## config.mk

```make
export PLATFORM = sky130hd
export DESIGN_NAME = sorted_alarm_timer_queue
export DESIGN_NICKNAME = d
export VERILOG_FILES = /design/src/rtl/satq_pkg.sv /design/src/rtl/sorted_alarm_timer_queue.sv
export SDC_FILE = /design/constraint.sdc
export NUM_CORES = 2
export LEC_CHECK = 0
export BUFFER_PORTS_ARGS = -buffer_cell sky130_fd_sc_hd__buf_2
export CELL_PAD_IN_SITES_DETAIL_PLACEMENT = 0
export CELL_PAD_IN_SITES_GLOBAL_PLACEMENT = 1
export CORE_MARGIN = 2
export CORE_UTILIZATION = 35
export DETAILED_ROUTE_END_ITERATION = 10
export PLACE_DENSITY_LB_ADDON = 0.1
export SYNTH_ARGS = -nofsm -noshare
export SYNTH_HDL_FRONTEND = slang
export SYNTH_SLANG_ARGS = --single-unit
```

## constraint.sdc

```tcl
create_clock -name clk -period 7.9 [get_ports clk]
set_input_delay 1.58 -clock clk [delete_from_list [all_inputs] [get_ports clk]]
set_output_delay 1.58 -clock clk [all_outputs]
set_load 0.05 [all_outputs]
```

## src/rtl/satq_pkg.sv

```systemverilog
// Package for the sorted alarm timer queue: sizes, codes and item structs.
// No dependencies; used by sorted_alarm_timer_queue, satq_checker and the testbench.
package satq_pkg;

	localparam int ALARM_SLOTS  = 16;
	localparam int HANDLER_BITS = 16;

	// stored handler width: ids at the port are 16 bits
	localparam int HDL_W = (HANDLER_BITS < 16) ? HANDLER_BITS : 16;
	localparam int IDX_W = (ALARM_SLOTS > 1) ? $clog2(ALARM_SLOTS) : 1;
	localparam int CNT_W = $clog2(ALARM_SLOTS + 1);

	typedef enum logic [1:0] {
		MODE_STEP    = 2'd0,
		MODE_ABS     = 2'd1,
		MODE_REL     = 2'd2,
		MODE_UNKNOWN = 2'd3
	} mode_t;

	localparam logic [1:0] ST_OK      = 2'd0;
	localparam logic [1:0] ST_PAST    = 2'd1;
	localparam logic [1:0] ST_FULL    = 2'd2;
	localparam logic [1:0] ST_UNKNOWN = 2'd3;

	localparam logic KIND_STATUS = 1'b0;
	localparam logic KIND_FIRED  = 1'b1;

	typedef struct packed {
		mode_t       mode;
		logic [31:0] amount;
		logic [15:0] handler_id;
	} cmd_t;

	typedef struct packed {
		logic        kind;
		logic [1:0]  status;
		logic [31:0] fired_time;
		logic [15:0] fired_handler;
		logic [31:0] time_now;
		logic        last;
	} rsp_t;

	typedef struct packed {
		logic [31:0]      due;
		logic [HDL_W-1:0] handler;
	} entry_t;

endpackage

```

## src/rtl/sorted_alarm_timer_queue.sv

```systemverilog
// Top level of the sorted alarm timer queue: sequencer, alarm memory, one comparator.
// Depends on satq_pkg.
//
//  channel   | ports                | handshake
//  ----------+----------------------+-------------------------------------------
//  command   | start, busy, cmd     | item taken at a clock edge with start & !busy
//  result    | rsp_stb, rsp         | item shown for one cycle while rsp_stb is high
//
// A rejected set or an unknown mode is answered at once, from the idle state.
// A step reads and compares the alarms from the head, one memory read and one
// compare per alarm, and stops at the first alarm not yet due or when the table
// is empty. A set moves later entries up one slot, from the tail back; each
// move is a registered memory read followed by a compare and a write. The scan
// stops on an entry due at or before the new alarm or when none is left.
// Reset clears time, count and ring head; the alarm memory itself is not cleared.
// The receiver cannot stall: each result is strobed for exactly one cycle.
module sorted_alarm_timer_queue (
	input  logic            clk,
	input  logic            arst_n,
	input  logic            start,
	output logic            busy,
	input  satq_pkg::cmd_t  cmd,
	output logic            rsp_stb,
	output satq_pkg::rsp_t  rsp
);

	localparam int SLOTS = satq_pkg::ALARM_SLOTS;
	localparam int IDX_W = satq_pkg::IDX_W;
	localparam int CNT_W = satq_pkg::CNT_W;
	localparam int HDL_W = satq_pkg::HDL_W;
	localparam int SUM_W = CNT_W + 1;

	typedef enum logic [2:0] {
		S_IDLE,
		S_FIRE,
		S_FIRE_CMP,
		S_INS,
		S_INS_CMP,
		S_FIN
	} state_t;

	// ring index helpers (depth need not be a power of two)
	function automatic logic [IDX_W-1:0] nxt(input logic [IDX_W-1:0] i);
		return (i == IDX_W'(SLOTS - 1)) ? '0 : i + 1'b1;
	endfunction

	function automatic logic [IDX_W-1:0] prv(input logic [IDX_W-1:0] i);
		return (i == '0) ? IDX_W'(SLOTS - 1) : i - 1'b1;
	endfunction

	state_t                state_q;
	satq_pkg::mode_t       mode_q;
	logic [31:0]           cur_q;     // current time
	logic [31:0]           tgt_q;     // new time for a step, due time for a set
	logic [HDL_W-1:0]      hdl_q;
	logic [IDX_W-1:0]      head_q;    // ring slot of the earliest alarm
	logic [CNT_W-1:0]      cnt_q;
	logic [CNT_W-1:0]      rem_q;     // entries still to compare during insert
	logic [IDX_W-1:0]      wp_q;      // free slot the next write fills
	logic [IDX_W-1:0]      rp_q;      // slot being compared during insert
	logic [1:0]            status_q;
	logic                  stb_q;
	satq_pkg::rsp_t        rsp_q;

	// alarm memory, one write and one registered read per cycle
	satq_pkg::entry_t      mem [SLOTS];
	satq_pkg::entry_t      rd_q;
	logic [IDX_W-1:0]      rd_addr;
	logic                  wr_en;
	logic [IDX_W-1:0]      wr_addr;
	satq_pkg::entry_t      wr_data;

	// datapath: one time adder, one shared compare
	logic [31:0]           sum;
	logic [31:0]           cmp_a;
	logic [31:0]           cmp_b;
	logic                  le;
	logic [SUM_W-1:0]      tail_raw;
	logic [IDX_W-1:0]      tail;
	logic                  full;
	logic [31:0]           fin_time;
	logic [1:0]            acc_st;    // status known at accept; not OK answers at once

	assign sum      = cur_q + cmd.amount;
	assign full     = (cnt_q == CNT_W'(SLOTS));
	assign tail_raw = SUM_W'(head_q) + SUM_W'(cnt_q);
	assign tail     = (tail_raw >= SUM_W'(SLOTS)) ? IDX_W'(tail_raw - SUM_W'(SLOTS))
	                                              : IDX_W'(tail_raw);
	assign fin_time = (mode_q == satq_pkg::MODE_STEP) ? tgt_q : cur_q;

	always_comb begin
		if (state_q == S_IDLE) begin
			cmp_a = cmd.amount;
			cmp_b = cur_q;
		end else begin
			cmp_a = rd_q.due;
			cmp_b = tgt_q;
		end
	end
	assign le = (cmp_a <= cmp_b);

	// past check comes before the full check
	always_comb begin
		case (cmd.mode)
			satq_pkg::MODE_STEP: acc_st = satq_pkg::ST_OK;
			satq_pkg::MODE_ABS:  acc_st = le ? satq_pkg::ST_PAST :
			                              (full ? satq_pkg::ST_FULL : satq_pkg::ST_OK);
			satq_pkg::MODE_REL:  acc_st = full ? satq_pkg::ST_FULL : satq_pkg::ST_OK;
			default:             acc_st = satq_pkg::ST_UNKNOWN;
		endcase
	end

	always_comb begin
		case (state_q)
			S_FIRE:     rd_addr = head_q;
			S_FIRE_CMP: rd_addr = nxt(head_q);   // prefetch the following alarm
			S_INS:      rd_addr = rp_q;
			default:    rd_addr = head_q;
		endcase
	end

	// insert writes: the new entry when its place is found, else move one up
	always_comb begin
		wr_en   = 1'b0;
		wr_addr = wp_q;
		wr_data = '{due: tgt_q, handler: hdl_q};
		case (state_q)
			S_INS: begin
				wr_en = (rem_q == '0);
			end
			S_INS_CMP: begin
				wr_en = 1'b1;
				if (!le) begin
					wr_data = rd_q;
				end
			end
			default: begin
				wr_en = 1'b0;
			end
		endcase
	end

	always_ff @(posedge clk) begin
		if (wr_en) begin
			mem[wr_addr] <= wr_data;
		end
		rd_q <= mem[rd_addr];
	end

	// sequencer with registered result
	always_ff @(posedge clk or negedge arst_n) begin
		if (!arst_n) begin
			state_q  <= S_IDLE;
			mode_q   <= satq_pkg::MODE_STEP;
			cur_q    <= '0;
			tgt_q    <= '0;
			hdl_q    <= '0;
			head_q   <= '0;
			cnt_q    <= '0;
			rem_q    <= '0;
			wp_q     <= '0;
			rp_q     <= '0;
			stb_q    <= 1'b0;
			status_q <= satq_pkg::ST_OK;
			rsp_q    <= '0;
		end else begin
			case (state_q)
				S_IDLE: begin
					// status-only answers go straight out
					stb_q <= start && (acc_st != satq_pkg::ST_OK);
					if (start) begin
						mode_q   <= cmd.mode;
						hdl_q    <= cmd.handler_id[HDL_W-1:0];
						status_q <= satq_pkg::ST_OK;
						wp_q     <= tail;
						rp_q     <= prv(tail);
						rem_q    <= cnt_q;
						tgt_q    <= (cmd.mode == satq_pkg::MODE_ABS) ? cmd.amount : sum;
						rsp_q <= '{kind: satq_pkg::KIND_STATUS, status: acc_st,
						          fired_time: '0, fired_handler: '0,
						          time_now: cur_q, last: 1'b1};
						case (cmd.mode)
							satq_pkg::MODE_STEP: begin
								state_q <= S_FIRE;
							end
							satq_pkg::MODE_ABS, satq_pkg::MODE_REL: begin
								if (acc_st == satq_pkg::ST_OK) begin
									state_q <= S_INS;
								end
							end
							default: begin
								state_q <= S_IDLE;
							end
						endcase
					end
				end
				S_FIRE: begin
					stb_q   <= 1'b0;
					state_q <= (cnt_q == '0) ? S_FIN : S_FIRE_CMP;
				end
				S_FIRE_CMP: begin
					stb_q <= le;
					if (le) begin
						rsp_q <= '{kind: satq_pkg::KIND_FIRED, status: satq_pkg::ST_OK,
						          fired_time: rd_q.due, fired_handler: 16'(rd_q.handler),
						          time_now: rd_q.due, last: 1'b0};
						cur_q  <= rd_q.due;
						head_q <= nxt(head_q);
						cnt_q  <= cnt_q - 1'b1;
						if (cnt_q == CNT_W'(1)) begin
							state_q <= S_FIN;
						end
					end else begin
						state_q <= S_FIN;
					end
				end
				S_INS: begin
					stb_q <= 1'b0;
					if (rem_q == '0) begin
						cnt_q   <= cnt_q + 1'b1;
						state_q <= S_FIN;
					end else begin
						state_q <= S_INS_CMP;
					end
				end
				S_INS_CMP: begin
					stb_q <= 1'b0;
					if (!le) begin
						// later alarm moves up one slot
						wp_q    <= rp_q;
						rp_q    <= prv(rp_q);
						rem_q   <= rem_q - 1'b1;
						state_q <= S_INS;
					end else begin
						cnt_q   <= cnt_q + 1'b1;
						state_q <= S_FIN;
					end
				end
				S_FIN: begin
					rsp_q <= '{kind: satq_pkg::KIND_STATUS, status: status_q,
					          fired_time: '0, fired_handler: '0,
					          time_now: fin_time, last: 1'b1};
					stb_q   <= 1'b1;
					cur_q   <= fin_time;
					state_q <= S_IDLE;
				end
				default: begin
					stb_q   <= 1'b0;
					state_q <= S_IDLE;
				end
			endcase
		end
	end

	assign busy    = (state_q != S_IDLE);
	assign rsp_stb = stb_q;
	assign rsp     = rsp_q;

	// the table never holds more alarms than slots
	a_cnt_range: assert property (@(posedge clk) disable iff (!arst_n)
		cnt_q <= CNT_W'(SLOTS))
		else $error("alarm count beyond table size");

	// an accepted item either keeps the block busy or is answered at once
	a_accept_answer: assert property (@(posedge clk) disable iff (!arst_n)
		(start && !busy) |=> (busy || (rsp_stb && rsp.last)))
		else $error("item accepted without work or answer");

	// the closing result of an item is always a status result
	a_last_status: assert property (@(posedge clk) disable iff (!arst_n)
		(rsp_stb && rsp.last) |-> (rsp.kind == satq_pkg::KIND_STATUS))
		else $error("last result is not a status result");

	// a fired alarm moves time to its due time, and comes out while busy
	a_fired_time: assert property (@(posedge clk) disable iff (!arst_n)
		(rsp_stb && rsp.kind == satq_pkg::KIND_FIRED) |->
		(rsp.time_now == rsp.fired_time && busy))
		else $error("fired report inconsistent");

endmodule

```

## Word level (Yosys, flattened, before mapping)

Memories as Yosys holds them, arrays and structs flattened. A register that Yosys moved wholly into a read port is not among the register bits.
Index checks and enable logic that the tools add are counted.

- Flip-flop bits (word level): 192
- Memory bits (writable): 768
- Logic and storage cells: 114
- Memories: 1

Memories:

| name | words | bits a word | rd ports | clocked after memory_dff | wr ports | RTL line | text |
|---|---|---|---|---|---|---|---|
| mem | 16 | 48 | 1 | 1 | 1 | sorted_alarm_timer_queue.sv:66 | `satq_pkg::entry_t mem [SLOTS];` |

- Add/subtract/negate cells: 9
- Order comparisons: 2
- Eq/ne operators: 17
- Muxes and demuxes: 45
- Reductions and logical operators: 23

Operators by type and width:

| kind | count |
|---|---|
| one-hot mux 84 bit (3 select lines) | 1 |
| 2-to-1 mux 84 bit | 2 |
| 2-to-1 mux 32 bit | 5 |
| 2-to-1 mux 48 bit | 2 |
| one-hot mux 32 bit (2 select lines) | 1 |
| adder 32 bit | 1 |
| <= comparator 32 bit | 1 |
| 2-to-1 mux 4 bit | 8 |
| 2-to-1 mux 5 bit | 5 |
| one-hot mux 4 bit (2 select lines) | 3 |
| 2-to-1 mux 3 bit | 6 |
| one-hot mux 3 bit (5 select lines) | 1 |
| one-hot mux 5 bit (3 select lines) | 1 |
| subtractor 4 x 1 -> 4 bit, second input constant | 3 |
| logical NOT 5 bit | 2 |
| != test 2 bit, second input constant | 5 |
| one-hot mux 5 bit (2 select lines) | 1 |
| subtractor 5 x 1 -> 5 bit, second input constant | 2 |
| AND reduction 3 bit | 3 |
| nonzero test 3 bit | 3 |
| logical NOT 4 bit | 2 |
| adder 4 x 5 -> 6 bit | 1 |
| == test 3 x 2 -> 1 bit, second input constant | 2 |
| == test 3 bit, second input constant | 2 |
| other kinds (23) | 33 |

## Longest topological paths before layout

- Word-level depth: 10
- Gate-level depth with buffers: 17
- Gate-level depth less buffers: 12

## Least setup slack after synthesis

Ideal clock, no wire load.

- Path type: register to register
- Start point: register state_q[2]
- End point: memory mem[0][0] in the netlist's numbering, enable pin
- Setup time: 513 ps
- Data arrival time: 4921 ps
- Slack: 2466 ps
- Stages on the path, launching flop included: 9
- Clock period less this slack: 5434 ps
- Path through: dfrtp_1 > buf_2 > nand2b_1 > buf_4 > inv_1 > nand4_1 > and2_1 > or3_1 > nor3_1

- Word-level cells in the longest chain between the ends: 4

RTL lines:

| item | RTL line | text |
|---|---|---|
| from (decl) | sorted_alarm_timer_queue.sv:51 | `state_t state_q;` |
| from (signal assigned) | sorted_alarm_timer_queue.sv:199 | `state_q <= (cnt_q == '0) ? S_FIN : S_FIRE_CMP;` |
| == test 3 bit / == test 3 x 2 -> 1 bit (equally long branches) | sorted_alarm_timer_queue.sv:127 | `case (state_q)` |
| one-hot mux 1 bit (2 select lines) * | sorted_alarm_timer_queue.sv:127 |  |
| 2-to-1 mux 1 bit * | sorted_alarm_timer_queue.sv:144 | `if (wr_en) begin` |
| 2-to-1 mux 1 bit (implied by the code) * | sorted_alarm_timer_queue.sv:145 | `mem[wr_addr] <= wr_data;` |
| to (decl) | sorted_alarm_timer_queue.sv:66 |  |

Mark *: on every way between the ends. The rest lies on a longest branch, timed or not.

==> qor.csv <==
stage,metric,value,unit
timing,Fmax achieved,0.180,GHz
logic_synthesis,"FF+latch count, synth",1008,
timing,Final Setup Violations,0,
logic_synthesis,dominant synthesized flop cell,edfxtp_1,
global_route,initial antenna violation count,7,
route,DR iter-0 viols,1964,
place,dpl hpwl,69000,um
logic_synthesis,syn_area_per_cell,16.4,um^2
floorplanning,Die X-Extent,355,um
setup_path,CP top delay family,simple AND/OR/NAND/NOR gates,
cells_and_area,multi-input logic area,13700,um^2
setup_path,CP max FO,40,
setup_path,CP max stage cell,o22ai_4,
timing,Clock Skew,0.0283,ns
route,Detailed Route WL,121000,um
logic_synthesis,post-synth cell types,71,
cells_and_area,Layout area overhead,14.8,%
setup_path,worst path bufs/invs,2,
place,Inst Count DP,4290,
route,DRC viols,0,
timing,fin crit period,5.54,ns
logic_synthesis,Async SR Flop Fraction,0.190,
route,post-route ant nets,0,
global_route,first-pass GRT wire length,178000,um
cells_and_area,register area,28800,um^2
route,post-detailed-route wirelength per cell,26.9,um
cells_and_area,share of layout cells above drive strength 1,0.235,
timing,RSZ-0062 raised after global routing,false,
timing,Slew @ Worst Pin,1.22,ns
place,GP Congestion,0.814,
logic_synthesis,post-synthesis sequential area ratio,0.669,
place,PortBufs,138,
clock_network,maximum root-to-sink buffer count,3,
setup_path,required time at the worst-slack endpoint,8.30,ns
cells_and_area,fin nets,2911,
global_route,largest net degree at the start of global routing,138,
pwr,peak supply drop,0.456,mV
logic_synthesis,post-synthesis simple-gate area fraction,0.0537,
route,DRT Pass-1 Iters,7,
logic_synthesis,largest family of logic cells by synthesized area,multiplexers,
timing,relative slew slack,0.184,
clock_network,Post-CTS Hold Fix Bufs,0,
clock_network,Root Buffer Master,clkbuf_16,
clock_network,CTS Buf Count,111,
clock_network,setup repair bufs after CTS,0,
cells_and_area,most frequent cells in the layout,"edfxtp_1, nand2_1, mux4_2, dfrtp_1, mux2i_1",
outcome,outcome,completed,
global_route,global route overflow,0,
logic_synthesis,Synthesis Warnings,0,
clock_network,Worst-Skew Late Latency,0.70,ns
setup_path,CP cell instances,"nor3_2, buf_4, mux2_2, ha_1, nand4_1, nor4_4, nand3_1, o22ai_4, buf_4, mux2_2",
logic_synthesis,post-synth net total,2763,
floorplanning,num ports,139,
floorplanning,FP Rows,128,
clock_network,Worst-path clk slew,0.06,ns
floorplanning,DIE AREA,126000,um^2
logic_synthesis,Synth Area in XOR/XNOR,0.00670,
logic_synthesis,post-synthesis compound-gate area fraction,0.0555,
setup_path,Worst setup EP type,flop,
logic_synthesis,Post-Synthesis Cells,2630,
min_path,Hold Crit Class,reg2reg,
setup_path,crit path launch type,flop,
logic_synthesis,mux share of post-synthesis cell area,0.173,
floorplanning,Starting Density,0.353,
pwr,pwr dens,450,nW/um^2
timing,Setup TNS,0,ns
floorplanning,Die H,355,um
global_route,Global Route Usage Sum,0.192,
clock_network,clock tree sinks,1008,
setup_path,crit path DAT,5.94,ns
run,max_cap viols,0,
cells_and_area,final cell count without fillers,4507,
global_route,vias in the first global route,25500,
setup_path,CP Class,reg2reg,
logic_synthesis,Post-Syn Area,43100,um^2
pwr,static leakage,18.4,nW
cells_and_area,Filler cells,11100,
clock_network,cts repair resizes,0,
route,Vias,24400,
clock_network,TritonCTS clock tree,done,
timing,"Hold Vio Cnt, Final",0,
cells_and_area,"leading cell type in the layout, fill and taps excluded",edfxtp_1,
logic_synthesis,post-synthesis adder-cell area fraction,0.0236,
floorplanning,Core ar.,122000,um^2
setup_path,reg2reg setup slack,2.36,ns
logic_synthesis,number of synthesized flops with an enable pin,768,
setup_path,"slowest stage delay, CP",0.80,ns
clock_network,H-tree depth,3,
route,drt via density,5.40,
timing,Tcrit/Tclk final,0.701,
timing,"Slew Viols, Final",0,
final timing paths:
path / startpoint / end / depth (start not counted)
max: state_q[0] / mem[4][32] / 10
min: rd_q[7] / rsp[40] / 1
max reg2reg: state_q[0] / mem[4][32] / 10
min reg2reg: rd_q[7] / rsp[40] / 1
max in group asynchronous: arst_n / rsp[59] / 2
min in group asynchronous: arst_n / tgt_q[29] / 1
state kept, by name, indices dropped and copies added, names as in the netlist, 5 cells and up:
name,cells
tgt_q,32
rem_q,5
rsp,84
rd_q,48
cur_q,32
cnt_q,5
hdl_q,16
mem,768
worst reg2reg max path: stages, from the launching register on:
cell,delay [ns]
dfrtp_1,0.58
nor3_2,0.28
buf_4,0.60
mux2_2,0.46
ha_1,0.27
nand4_1,0.22
nor4_4,0.61
nand3_1,0.24
o22ai_4,0.80
buf_4,0.64
mux2_2,0.55
power breakdown:
part,leakage (nW),switching (mW),internal [mW],total [mW]
Combinational,6.82,5.32,3.53,8.85
Clock,1.82,2.16,3.13,5.28
Sequential,9.74,0.899,7.26,8.16
Total,18.4,8.37,13.9,22.3
logic make-up (layout without fill, tap and decap cells):
group	Yosys count	in the layout
AOI/OAI and AO/OA	338	338
xor gates and xnor gates	33	33
adders and majority gates	80	80
buffers and inverters	178	425
DFF	1008	1008
muxes	493	493
other	0	5
and+or+nand+nor	500	500
stage by stage:
stage               total power [mW]  area [um^2]  setup WS [ns]  hold WS [ns]  utilization
global placement                17.1        45800           2.27         0.460        0.375
global route                    23.6        49500           2.10         0.495        0.406
detailed placement              17.2        45800           2.18         0.463        0.375
floorplan                       14.5        43100           2.47         0.442            -
CTS                             22.6        49500           2.27         0.458        0.406
finish                          22.3        49500           2.36         0.466        0.406
area by class of cell:
type	count	area share
Clock inverter	54	0.0132
Tap cell	1625	0.0411
Inverter	28	0.00212
Sequential cell	1008	0.582
Clock buffer	158	0.0619
Timing Repair Buffer	185	0.0225
Antenna cell	5	0.000253
Multi-Input combinational cell	1444	0.277
Yosys cell counts (10+ instances only):
library cell | instances | share of area
a21o_1 | 32 | 0.0056
a21oi_1 | 75 | 0.0087
a22o_1 | 17 | 0.0035
a22oi_1 | 35 | 0.0061
a31oi_1 | 10 | 0.0015
and3_1 | 20 | 0.0029
buf_1 | 12 | 0.0010
buf_2 | 52 | 0.0060
clkbuf_1 | 72 | 0.0063
dfrtp_1 | 192 | 0.11
dfxtp_1 | 48 | 0.022
edfxtp_1 | 768 | 0.53
ha_1 | 78 | 0.023
inv_1 | 27 | 0.0024
mux2_1 | 21 | 0.0055
mux2_2 | 91 | 0.024
mux2i_1 | 189 | 0.044
mux4_2 | 192 | 0.10
nand2_1 | 219 | 0.019
nand2b_1 | 38 | 0.0055
nand3_1 | 84 | 0.0097
nand4_1 | 13 | 0.0019
nor2_1 | 63 | 0.0055
nor3_1 | 30 | 0.0035
o21a_1 | 10 | 0.0017
o21ai_0 | 61 | 0.0071
o221a_1 | 32 | 0.0084
xnor2_1 | 21 | 0.0043
xor2_1 | 12 | 0.0024
layer usage:
layer | up-vias | part of all wire | wire length [um] | global-route usage
li1 | 10700 | - | - | -
met1 | 12900 | 0.45 | 55100 | 0.271
met2 | 630 | 0.48 | 57900 | 0.314
met3 | 141 | 0.050 | 6050 | 0.0267
met4 | 0 | 0.018 | 2240 | 0.0486
met5 | - | 0 | 0 | 0
Note: power is estimated with default switching activity, not from simulation.
